`src/uas_pkg.sv`:
```
// Shared types and constants for the undirected adjacency store.
// No dependencies.
`timescale 1ns / 1ps
package uas_pkg;
  // graph capacity; vertex numbers fill the 6-bit vertex field, degrees fit the 6-bit degree field
  localparam int MAX_VERTICES = 64;
  localparam int MAX_DEGREE   = 32;

  localparam logic [1:0] KIND_ADD_EDGE = 2'd0;
  localparam logic [1:0] KIND_REMOVE   = 2'd1;
  localparam logic [1:0] KIND_ADD_VERT = 2'd2;
  localparam logic [1:0] KIND_LIST     = 2'd3;

  localparam logic [1:0] ST_OK       = 2'd0;
  localparam logic [1:0] ST_RANGE    = 2'd1;
  localparam logic [1:0] ST_FULL     = 2'd2;
  localparam logic [1:0] ST_CAPACITY = 2'd3;

  // Result item; tdata holds it from bit 0 up as status first, so fields are listed here from the top bit down.
  typedef struct packed {
    logic [11:0] edge_count;
    logic [6:0]  vertex_count;
    logic [5:0]  removed;
    logic [5:0]  degree;
    logic [5:0]  neighbor;
    logic [1:0]  status;
  } result_t;
endpackage

```
`src/uas_out_reg.sv`:
```
// Output holding register for result items.
// Depends on uas_pkg.
`timescale 1ns / 1ps
module uas_out_reg
  import uas_pkg::*;
(
  input  logic    clk,
  input  logic    rst,
  input  logic    push,
  input  result_t push_data,
  input  logic    push_last,
  output logic    full,
  output logic    tvalid,
  input  logic    tready,
  output result_t data,
  output logic    tlast
);
  assign full = tvalid && !tready;

  always_ff @(posedge clk) begin
    if (rst) begin
      tvalid <= 1'b0;
    end else if (push) begin
      tvalid <= 1'b1;
    end else if (tready) begin
      tvalid <= 1'b0;
    end
    if (push) begin
      data  <= push_data;
      tlast <= push_last;
    end
  end
endmodule

```
`config.mk`:
```
export PLATFORM = sky130hd
export DESIGN_NAME = uas_out_reg
export DESIGN_NICKNAME = d
export VERILOG_FILES = /design/src/uas_pkg.sv /design/src/uas_out_reg.sv
export SDC_FILE = /design/constraint.sdc
export NUM_CORES = 1
export LEC_CHECK = 0
export ABC_AREA = 1
export BUFFER_PORTS_ARGS = -buffer_cell sky130_fd_sc_hd__buf_4
export CORE_MARGIN = 5
export CORE_UTILIZATION = 40
export CTS_CLUSTER_SIZE = 20
export DETAILED_ROUTE_END_ITERATION = 8
export PLACE_DENSITY_LB_ADDON = 0.25
export SLEW_MARGIN = 20
export SYNTH_ARGS = -nofsm -noshare
export SYNTH_HDL_FRONTEND = slang
export SYNTH_SLANG_ARGS = --single-unit
```
`constraint.sdc`:
```
create_clock -name clk -period 0.8 [get_ports clk]
set_input_delay 0.12 -clock clk [delete_from_list [all_inputs] [get_ports clk]]
set_output_delay 0.12 -clock clk [all_outputs]
set_load 0.02 [all_outputs]
```
==> metrics.cfg <==
[outcome]
outcome=finished, violations left
violations=negative setup slack

[clocking]
cts_tree=done
h-tree-depth=2
clk_pin_slew_worst_paths_ns=0.11
numCtsBuffers=5
cts_buffer_depth=2
clk_latency_ns=0.34
root_buffer=clkbuf_4
clkSinkCount=41

[yosys]
async_reset_ff_share_pct=0
synth_top_family_by_area=buffers and inverters
synthMostInstantiatedCell=edfxtp_1
yosys.area_share.simple_pct=0.5015
synth.area.top_cells=edfxtp_1, dfxtp_1, inv_1
postSynthAreaPerCell_um2=27.12
ys_warn_count=0
syn-num-nets=90
post_synth_fa_ha_maj_area_fraction_pct=0
ys_ff_latch=41
yosys.area.top_type=edfxtp_1
synth_xor_xnor_area_share_pct=0
muxShareOfSynthArea_pct=0
synth_area_um2=1247
synth_common_cells=edfxtp_1, inv_1, a21oi_2, dfxtp_1, nand2_2
synth_cells=46
seq_area_frac_synth_pct=97.89
synth_edf_count=40
synth_ff_type=edfxtp_1
synthDistinctLibCells=5
synth_top_area_share_pct=96.29
synth_compound_area_share_pct=0.7021

[timing]
finalMaxSlewViolations=0
finalClockSkew_ns=0
fmax_mhz=955.3
tightest_slew_ns=0.1125
setup_viol=42
fin_ws_ns=-0.2468
hold_viol_final=0
relSlewSlack_pct=92.50
fin_crit_ns=1.047
fin_crit_sh_pct=130.8
grt_setup_unrepaired=true

[grt]
gr-total-overflow=0
grt_antenna_before_repair=0
grt_pass1_vias=1112
grt_pass1_wl_um=5568
grtUsageTotal_pct=18.48
grt_max_degree=20

[worst_setup_path]
crit_family=flip-flops
startpoint_type=register
regToRegSetupSlack_ns=0.07
setup.worst_path.start=tvalid$_SDFFE_PP0P_
cp.arrival_ns=0.93
r2r-start=tvalid$_SDFFE_PP0P_
cp_slowest_cell=dfxtp_2
path_cells=nand2_2 > inv_2 > buf_6
critPathMaxStageDelay_ns=0.36
crit_path_end_kind=primary output
setup.worst_path.class=reg -> out
required_ns=0.68
critPathMaxFanout=2
crit_buf_inv=2

[placed_design]
dp_hpwl_um=2010
gp_congestion=0.6567
io_buffers=85
placed_cells=178

[floorplanning]
core_area_um2=3028
die_x_um=65.85
ios=86
die_area_um2=4336
start_util_pct=41.20
die_y_um=65.85
num_rows=20

[worst_hold_path]
hp-class=in -> reg
hp-start=tready

[route]
dr.pass1.iters=4
wl_per_cell_um=16.00
vias=964
ant_nets=0
drt_iter0_drc=12
drc=0
via_per_inst=4.228
wl_um=3647

[pwr]
vdd_drop_max_mv=1.508
powerDensity_nw_per_um2=1772
power_mw=4.649
p_leak_nw=1.114

[layout]
final_cells=228
antenna_cells=0
area_growth_pct=110.3
final_util_pct=86.65
final_layout_size_suffix_gt1_share_pct=53.80
fin_nets=227

[flow_run]
maxCapViolCount=0

[worst register-to-register path, stage by stage, from the launching register on]
cell	delay, ns
dfxtp_2	0.36
nand2_2	0.07
buf_4	0.13
a21oi_2	0.11
[kinds of logic after synthesis]
group | Yosys count
flip-flops | 41
buffers and inverters | 3
AND/OR/NAND/NOR | 1
AO/OA/AOI/OAI | 1
[where the power goes]
part           leakage [nW]  internal [mW]  switching [mW]
sequential            0.400           2.55          0.0832
clock                0.0326          0.434           0.603
combinational         0.681          0.585           0.398
total                  1.11           3.56            1.08
[metrics by stage]
stage	setup TNS (ns)	setup slack (ns)	hold WS, ns	area [um2]
2_1_floorplan	0	0.01209	0.1824	1247
3_3_place_gp	0	0.09946	0.2749	1988
3_5_place_dp	0	0.09094	0.2785	1988
4_1_cts	-9.172	-0.2515	0.02500	2594
5_1_grt	-11.17	-0.3117	0.1108	2624
6_report	-8.657	-0.2468	0.1288	2624
[area by class of cell]
cell class                      count  area, um2
Clock buffer                        8      58.81
Fill cell                         132      404.1
Inverter                            3      11.26
Multi-Input combinational cell      2      15.01
Sequential cell                    41       1222
Tap cell                           44      55.05
Timing Repair Buffer              130       1261
[layout by cell type, fill, tap and decap left out, drive strengths merged]
master        n
buf          89
inv           3
dfxtp         1
clkbuf        8
a21oi         1
dlygate4sd3  41
edfxtp       40
nand2         1
[final timing paths]
| kind | endpoint | depth (start not counted) |
|---|---|---|
| max | full | 3 |
| min | tvalid$_SDFFE_PP0P_ | 5 |
| max reg2reg | tvalid$_SDFFE_PP0P_ | 3 |
| min reg2reg | tvalid$_SDFFE_PP0P_ | 3 |
[registers in the layout (all words and copies together) (netlist names)]
register and flops:
tvalid 1, data 39, tlast 1
[per-layer routing]
layer	global-route usage [%]	vias up	wire length (um)
met5	0	-	0
met4	4.922	0	38
met3	9.014	4	401
met2	35.79	59	2148
met1	16.53	451	1059
li1	-	450	-
[what timing repair did]
item | 4_1_cts | 5_1_grt
resized for setup | 38 | 6
gates cloned | 0 | 0
setup buffers | 0 | 1
hold endpoints to repair | 41 | 0
pin swaps | 1 | 1
endpoints found under the setup margin | 42 | 42
hold buffers | 41 | 0
Note: power is estimated with default switching activity, not from simulation.
